--- src/rtl/core/utf8d_pkg.sv ---
// Shared types and constants for the streaming UTF-8 byte decoder.
`timescale 1ns / 1ps

package utf8d_pkg;

  localparam int unsigned CpWidth = 21;

  localparam logic [1:0] StOk        = 2'd0;
  localparam logic [1:0] StMalformed = 2'd1;
  localparam logic [1:0] StAbort     = 2'd2;

  localparam logic [CpWidth-1:0] Replacement = 21'h00FFFD;

  typedef struct packed {
    logic [1:0]         pending;
    logic [CpWidth-1:0] partial;
  } dec_state_t;

  typedef struct packed {
    logic               valid;
    logic [CpWidth-1:0] code_point;
    logic [1:0]         status;
    logic               string_end;
  } dec_result_t;

endpackage

--- src/rtl/core/utf8d_step.sv ---
// Next-state and result logic for one byte of the UTF-8 decoder.
`timescale 1ns / 1ps

module utf8d_step
  import utf8d_pkg::*;
(
  input  dec_state_t  state_i,
  input  logic [7:0]  data_byte_i,
  input  logic        is_last_byte_i,
  output dec_state_t  state_o,
  output dec_result_t result_o
);

  logic               is_cont;
  logic [1:0]         pend_dec;
  logic [CpWidth-1:0] payload;
  logic [CpWidth-1:0] merged;

  assign is_cont  = (data_byte_i[7:6] == 2'b10);
  assign pend_dec = state_i.pending - 2'd1;

  always_comb begin
    case (pend_dec)
      2'd0:    payload = {15'd0, data_byte_i[5:0]};
      2'd1:    payload = {9'd0, data_byte_i[5:0], 6'd0};
      2'd2:    payload = {3'd0, data_byte_i[5:0], 12'd0};
      default: payload = {data_byte_i[2:0], 18'd0};
    endcase
  end

  assign merged = state_i.partial | payload;

  always_comb begin
    state_o             = state_i;
    result_o.valid      = 1'b0;
    result_o.code_point = '0;
    result_o.status     = StOk;
    result_o.string_end = is_last_byte_i;

    if (state_i.pending == 2'd0) begin
      if (!data_byte_i[7]) begin
        result_o.valid      = 1'b1;
        result_o.code_point = {13'd0, data_byte_i};
      end else if (is_cont || data_byte_i[7:3] == 5'b11111) begin
        result_o.valid  = 1'b1;
        result_o.status = StAbort;
      end else if (is_last_byte_i) begin
        result_o.valid  = 1'b1;
        result_o.status = StAbort;
      end else if (data_byte_i[7:5] == 3'b110) begin
        state_o.pending = 2'd1;
        state_o.partial = {10'd0, data_byte_i[4:0], 6'd0};
      end else if (data_byte_i[7:4] == 4'b1110) begin
        state_o.pending = 2'd2;
        state_o.partial = {5'd0, data_byte_i[3:0], 12'd0};
      end else begin
        state_o.pending = 2'd3;
        state_o.partial = {data_byte_i[2:0], 18'd0};
      end
    end else if (!is_cont) begin
      result_o.valid      = 1'b1;
      result_o.code_point = Replacement;
      result_o.status     = StMalformed;
    end else if (pend_dec == 2'd0) begin
      result_o.valid      = 1'b1;
      result_o.code_point = merged;
    end else if (is_last_byte_i) begin
      result_o.valid  = 1'b1;
      result_o.status = StAbort;
    end else begin
      state_o.pending = pend_dec;
      state_o.partial = merged;
    end

    if (result_o.valid) begin
      state_o = '0;
    end
  end

endmodule

--- config.mk ---
export PLATFORM = sky130hd
export DESIGN_NAME = utf8d_step
export DESIGN_NICKNAME = d
export VERILOG_FILES = /design/src/rtl/core/utf8d_pkg.sv /design/src/rtl/core/utf8d_step.sv
export SDC_FILE = /design/constraint.sdc
export NUM_CORES = 1
export LEC_CHECK = 0
export ABC_AREA = 1
export ABC_CLOCK_PERIOD_IN_PS = 1700
export BUFFER_PORTS_ARGS = -buffer_cell sky130_fd_sc_hd__buf_2
export CAP_MARGIN = 20
export CORE_ASPECT_RATIO = 1.75
export CORE_MARGIN = 2
export CORE_UTILIZATION = 40
export DETAILED_ROUTE_END_ITERATION = 16
export PLACE_DENSITY = 0.87
export SLEW_MARGIN = 5
export SYNTH_ARGS = -nofsm -noshare
export SYNTH_HDL_FRONTEND = slang
export SYNTH_SLANG_ARGS = --single-unit
--- constraint.sdc ---
create_clock -name vclk -period 1.7
set_clock_uncertainty 0.1 [all_clocks]
set_input_delay 0.17 -clock vclk [all_inputs]
set_output_delay 0.17 -clock vclk [all_outputs]
set_load 0.01 [all_outputs]
======== Yosys cells after proc, flatten, opt, wreduce, memory -nomap -nowiden ========
Index checks and enable logic that the tools add are counted.
word-level totals
  flip-flop bits (word level) ............. 0
cells by class
  eq/ne operators ......................... 6
  mux-type cells .......................... 23
  bitwise operators ....................... 1
  add/subtract/negate cells ............... 1
  reductions and logical operators ........ 3
operators by type and width
  operator                                          number
  2-to-1 mux 23 bit                                 9
  case mux 21 bit (3 select lines)                  1
  2-to-1 mux 24 bit                                 2
  2-to-1 mux 22 bit                                 1
  2-to-1 mux 21 bit                                 1
  OR 21 bit                                         1
  2-to-1 mux 2 bit                                  4
  2-to-1 mux 7 bit                                  1
  == test 5 bit, second input constant              1
  == test 2 bit, second input constant              2
  == test 4 bit, second input constant              1
  logical NOT 2 bit                                 2
  2-to-1 mux 1 bit                                  4
  == test 3 bit, second input constant              1
  == test 2 x 1 -> 1 bit, second input constant     1
  subtractor 2 x 1 -> 2 bit, second input constant  1
  logical OR 1 bit                                  1

======== Logic depth before layout (Yosys ltp) ========
Gate-level depths: netlist of run 1.
  word-level depth ........................ 9
  mapped depth ............................ 9
  gate-level depth less buffers ........... 9

======== Worst setup path before layout of run 1 ========
Ideal clock, no wire load.
  path type ............................... input to output
  start point ............................. input port state_i[22] (netlist bit)
  end point ............................... output port state_o[21] (netlist bit)
  stages on the path ...................... 8
  data arrival time ....................... 1223 ps
  setup slack ............................. 207 ps
  required time ........................... 1430 ps
  cell sequence ........................... inv_1 ha_1 nor2_1 nand3_4 buf_6 o21ai_1 nand2_1 inv_1
RTL lines
  element             line              source
  start: declaration  utf8d_step.sv:7   input dec_state_t state_i,
  end: declaration    utf8d_step.sv:10  output dec_state_t state_o,

==> impl_metrics.csv, run 1 <==
group,metric,value,unit
floorplanning,die_w,43.71,um
synthesis,syn_area,1104,sq um
finish,clock_buffers,0,
placed_design,portBuffers,80,
drt,finalWirelength,4813,um
synthesis,ys_seq_area_share,0,%
drt,drt-initial-drc-count,105,
synthesis,yosysWarnings,0,
placed_design,placedCellCount,327,
finish,design.seq.count,0,
critical_path,cp_max_fo,5,
cts,hold_buffers,0,
floorplanning,chipHeight,73.49,um
sta,rsz0062_at_grt,"true",
sta,fin_crit,1.665,ns
placed_design,dp.final_hpwl,3440,um
global_routing,grt_pass1_wl,7258,um
drt,vias_per_cell,5.620,
run,cap_violations,0,
finish,layout-drive-gt1-share,50.82,%
finish,multi_input_area,978.4,sq um
sta,setup_viol,0,
critical_path,worstSetupEndpointType,"output port",
floorplanning,core,2659,sq um
power,vdd_drop_max,0.0001347,V
power,fin_total_pwr,0.4323,mW
power,total_leakage_power,1.038,nW
min_path,holdCritStartpoint,"is_last_byte_i",
drt,ant_nets,0,
finish,areaGrowthSynthToFinish,67.69,%
synthesis,ys_types,30,
placed_design,globalplace.congestion,0.9447,
critical_path,cpMaxStageDelayCell,"ha_4",
floorplanning,die_area,3212,sq um
sta,maxSlewViolCount,0,
run_status,status,"finished clean",
synthesis,synth_cells,201,
sta,worst_pin_slew,0.2704,ns
critical_path,worstSetupPathType,"in2out",
sta,slew_headroom,81.92,%
floorplanning,initial_utilization,41.51,%
floorplanning,row_count,25,
finish,antenna_cells,0,
global_routing,grt_max_degree,16,
synthesis,synth.avg_cell_area,5.490,sq um
sta,finalHoldViolations,0,
finish,regArea,0,sq um
critical_path,worst-path-buf-inv,6,
critical_path,worstSetupStartpoint,"state_i[22]",
floorplanning,io_pins,80,
drt,first_pass_iters,4,
critical_path,cp.arrival,1.39,ns
sta,period_share,97.93,%
critical_path,worst_setup_path_start_kind,"input pin",
synthesis,synth.net_count,238,
finish,instances_no_fill,332,
drt,dr_total_vias,1866,
critical_path,path_delay_family,"buffers and inverters",
critical_path,max_stage_delay,0.16,ns
global_routing,grt_usage,27.79,%
power,cellPowerDensity,233.6,nW/um^2
finish,nets,344,
min_path,hp-class,"in2out",
global_routing,antenna_found_initial,0,
sta,max_freq,600.7,MHz
critical_path,crit_path_cell_trace,"buf_2, inv_4, ha_4, inv_2, nand2_4, nor2_4, inv_2, buf_4, nor2_1, buf_2",
critical_path,cp.required,1.43,ns
global_routing,first_global_vias,1664,
drt,drc_errors,0,
global_routing,grt_overflow_total,0,
finish,fillers,237,
drt,wl_per_cell,14.50,um
## power breakdown
part           switching, mW  internal [mW]  leakage, nW  total, mW
Sequential                 0              0            0          0
Clock                      0              0            0          0
Combinational          0.255          0.178         1.04      0.432
## routing by layer
metal | GRT usage, % | share of wire, %
met3 | 2.703 | 8.1
met5 | 0 | 0
met4 | 15.15 | 5.9
met1 | 29.56 | 32
met2 | 51.14 | 54
## logic make-up after synthesis
kind of cell | Yosys count | share of synthesized area [%]
compound gates | 56 | 30.05
fa+ha+maj | 5 | 5.669
simple gates | 90 | 43.99
buf+inv | 50 | 20.30
## Yosys cell counts, drive strengths merged
master / instances / area [sq um]
o221ai: 1 / 8.760
buf: 6 / 51.30
clkbuf: 1 / 3.750
inv: 42 / 160.2
a31o: 1 / 8.760
a21oi: 25 / 151.4
a31oi: 1 / 6.260
o21ai: 22 / 110.1
nand2: 32 / 157.6
o211ai: 5 / 37.54
nand3: 24 / 145.1
nor4: 1 / 6.260
nor3: 1 / 5.000
ha: 5 / 62.56
nor2: 24 / 100.1
o2111ai: 1 / 8.760
clkinv: 1 / 8.760
nand3b: 5 / 37.54
or2: 2 / 12.51
nand4: 1 / 21.27
## what timing repair did
action	in CTS	in global routing
pin swaps	1	9
setup buffers	2	1
resized for setup	8	31
cloned	1	1
setup endpoints to repair	15	42
## per-stage QoR
step                setup WS [ns]  TNS (ns)  utilization (%)  hold slack [ns]  area, sq um
finish                    0.03519         0            69.60           0.5052         1851
global route             -0.04448   -0.2112            69.60           0.5140         1851
CTS                     -0.007096  -0.01248            65.04           0.5065         1729
detailed placement       -0.09509   -0.6787            63.58           0.4747         1690
global placement         -0.06860   -0.4113            63.58           0.4722         1690
floorplan                  0.2066         0                -           0.3271         1104
## final cells by class
class / count / share of cell area, %
Tap cell: 27 / 1.826
Timing Repair Buffer: 110 / 35.43
Multi-Input combinational cell: 152 / 52.87
Inverter: 43 / 9.872
## worst paths after layout
check | slack, ns | to | depth (start not counted)
hold / removal | 0.51 | result_o[0] | 2
setup / recovery | 0.04 | result_o[23] | 10
## placed cells by master (no fill, tap or decap), types with 2 or more instances in the layout
master    Yosys  routed
a21oi_1      18      17
nand2_1      27      26
nand3_4       2       2
nor2_1       22      18
inv_2         7       8
buf_6         3       4
nor2_4        1       4
nand3_1      22      22
o21ai_0      20      16
nor2_2        1       2
a21oi_2       7       8
or2_1         2       2
ha_4          0       4
nand2_4       5       5
o21ai_1       2       4
nand3b_1      5       5
buf_2         2      79
inv_1        34      29
inv_4         1       3
o211ai_1      5       5
buf_4         1      26
o21ai_2       0       2
No activity file was read; power rests on OpenSTA's default activity.
==> run 2, diff against run 1 <==
ABC_AREA = default   (was 1)
PLACE_DENSITY = 0.91   (was 0.87)
==> run 2 against run 1 <==
  * Maximum frequency up 3.9%
  * Sequential share of layout area unchanged
  * Area after synthesis down 13%
  * Critical endpoint is now state_o[9]
  * Largest power group unchanged
==> impl_metrics.csv, run 2 <==
group,metric,value,unit
run_status,status,"finished clean",
finish,clock_buffers,0,
floorplanning,core,2273,sq um
placed_design,dp.final_hpwl,2828,um
power,p_sw_share,59.15,%
global_routing,grt_max_degree,18,
finish,areaGrowthSynthToFinish,48.70,%
sta,maxSlewViolCount,0,
drt,drc_errors,0,
synthesis,ys_seq_area_share,0,%
synthesis,synth.avg_cell_area,6.121,sq um
sta,worst_slack,0.09722,ns
min_path,hp-class,"in2out",
global_routing,grt_usage,25.76,%
power,switchingPower,0.2077,mW
synthesis,yosysWarnings,0,
drt,drt-initial-drc-count,77,
critical_path,cp.required,1.43,ns
finish,instances_no_fill,254,
global_routing,grt_overflow_total,0,
synthesis,synth_top_area_share,11.72,%
floorplanning,initial_utilization,42.27,%
synthesis,ys_types,29,
drt,dr_total_vias,1528,
drt,vias_per_cell,6.016,
drt,ant_nets,0,
cts,cts_setup_buffers,0,
drt,finalWirelength,3801,um
sta,worst_pin_slew,0.2956,ns
critical_path,cp_max_fo,8,
drt,wl_per_cell,14.96,um
critical_path,cp.arrival,1.33,ns
sta,fin_tns_setup,0,ns
power,combPwrFrac,100.0,%
power,total_leakage_power,0.7820,nW
floorplanning,io_pins,80,
critical_path,worst_setup_path_start_kind,"input pin",
synthesis,synth_cells,157,
finish,regArea,0,sq um
floorplanning,row_count,23,
sta,setup_viol,0,
drt,first_pass_iters,4,
global_routing,first_global_vias,1270,
power,p_clk_share,0,%
placed_design,globalplace.congestion,0.8502,
finish,most-common-layout-cells,"buf_2, a21oi_1, nand3_1",
synthesis,yosys-top-cells-area,"nand4_1, a21oi_1, nand3_1",
floorplanning,die_area,2826,sq um
synthesis,netlist_top_cells_count,"a21oi_1, nand3_1, nand4_1",
run,cap_violations,0,
placed_design,dp_slack,-0.04008,ns
sta,slew_headroom,80.29,%
sta,rsz0062_at_grt,"false",
synthesis,synth.most_common_cell,"a21oi_1",
power,seqPwrFrac,0,%
placed_design,placedCellCount,253,
global_routing,grt_pass1_wl,5354,um
finish,nets,268,
placed_design,portBuffers,80,
critical_path,worstSetupEndpointType,"output port",
power,power.internal,0.1435,mW
finish,fin_util,62.85,%
finish,final_common_cell,"buf_2",
synthesis,synth.net_count,194,
placed_design,post_dp_cell_area,1364,sq um
finish,design.seq.count,0,
sta,finalHoldViolations,0,
power,cellPowerDensity,245.8,nW/um^2
finish,layout-drive-gt1-share,49.78,%
sta,fin_crit,1.603,ns
finish,antenna_cells,0,
finish,fin_area,1429,sq um
floorplanning,die_w,41.05,um
sta,max_freq,623.9,MHz
power,vdd_drop_max,0.0001552,V
floorplanning,chipHeight,68.84,um
synthesis,yosys.area.top_type,"nand4_1",
sta,period_share,94.28,%
critical_path,worstSetupPathType,"in2out",
global_routing,antenna_found_initial,0,
synthesis,syn_area,960.9,sq um
cts,hold_buffers,0,
==> run 2: cell count changes in the layout (fill, tap and decap cells not counted), moves of 6 or more <==
cell / before / now
nor2_1: 18 / 8
a21oi_2: 8 / 0
o21ai_2: 2 / 9
buf_4: 26 / 14
nand4_1: 0 / 18
nand2_1: 26 / 6
inv_2: 8 / 2
o21ai_0: 16 / 5
inv_1: 29 / 4
and3_1: 0 / 6
==> run 2: power groups by stage <==
stage	Clock [mW]	Combinational [mW]	Sequential [mW]
after CTS	0	0.332	0
after global placement	0	0.318	0
after global routing	0	0.381	0
after floorplan	0	0.199	0
after detailed placement	0	0.326	0
final	0	0.351	0
==> run 2: critical path: stages <==
cell	delay (ns)
buf_4	0.11
inv_4	0.05
ha_4	0.18
nor3_4	0.29
buf_6	0.18
nand4_1	0.10
nand3_1	0.12
buf_2	0.13
==> run 2: what timing repair did <==
| action | CTS | global route |
|---|---|---|
| setup endpoints to repair | 10 | 30 |
| endpoints found under the hold margin | 0 | 0 |
| pin swaps | 0 | 4 |
| gates resized for setup | 4 | 14 |
| gates cloned | 0 | 1 |
==> run 2: final timing paths <==
path	slack, ns	depth (start not counted)	endpoint	start
worst max-delay path	0.1	8	state_o[9]	state_i[22]
worst min-delay path	0.53	2	result_o[0]	is_last_byte_i
==> run 2: layer usage <==
layer	global-route usage (%)	share of wire, %	vias up
met2	47.27	55	94
met3	0.9615	7.3	12
met4	8.750	2.7	0
met1	29.32	35	687
met5	0	0	-
li1	-	-	735
==> run 2: cells by family after synthesis <==
logic type / synth area share (%)
buffers and inverters: 16.93
adders and majority gates: 7.552
AOI/OAI and AO/OA: 31.38
and+or+nand+nor: 44.14
==> run 2: cell type report <==
cell class,count,area (sq um)
Inverter,7,28.78
Fill cell,208,844.6
Tap cell,25,31.28
Timing Repair Buffer,95,529.3
Multi-Input combinational cell,127,839.6
==> run 2: stage by stage <==
stage               hold slack, ns  power, mW
global placement            0.5072     0.3180
finish                      0.5268     0.3512
detailed placement          0.5080     0.3260
global route                0.5394     0.3807
CTS                         0.5220     0.3320
floorplan                   0.3288     0.1992
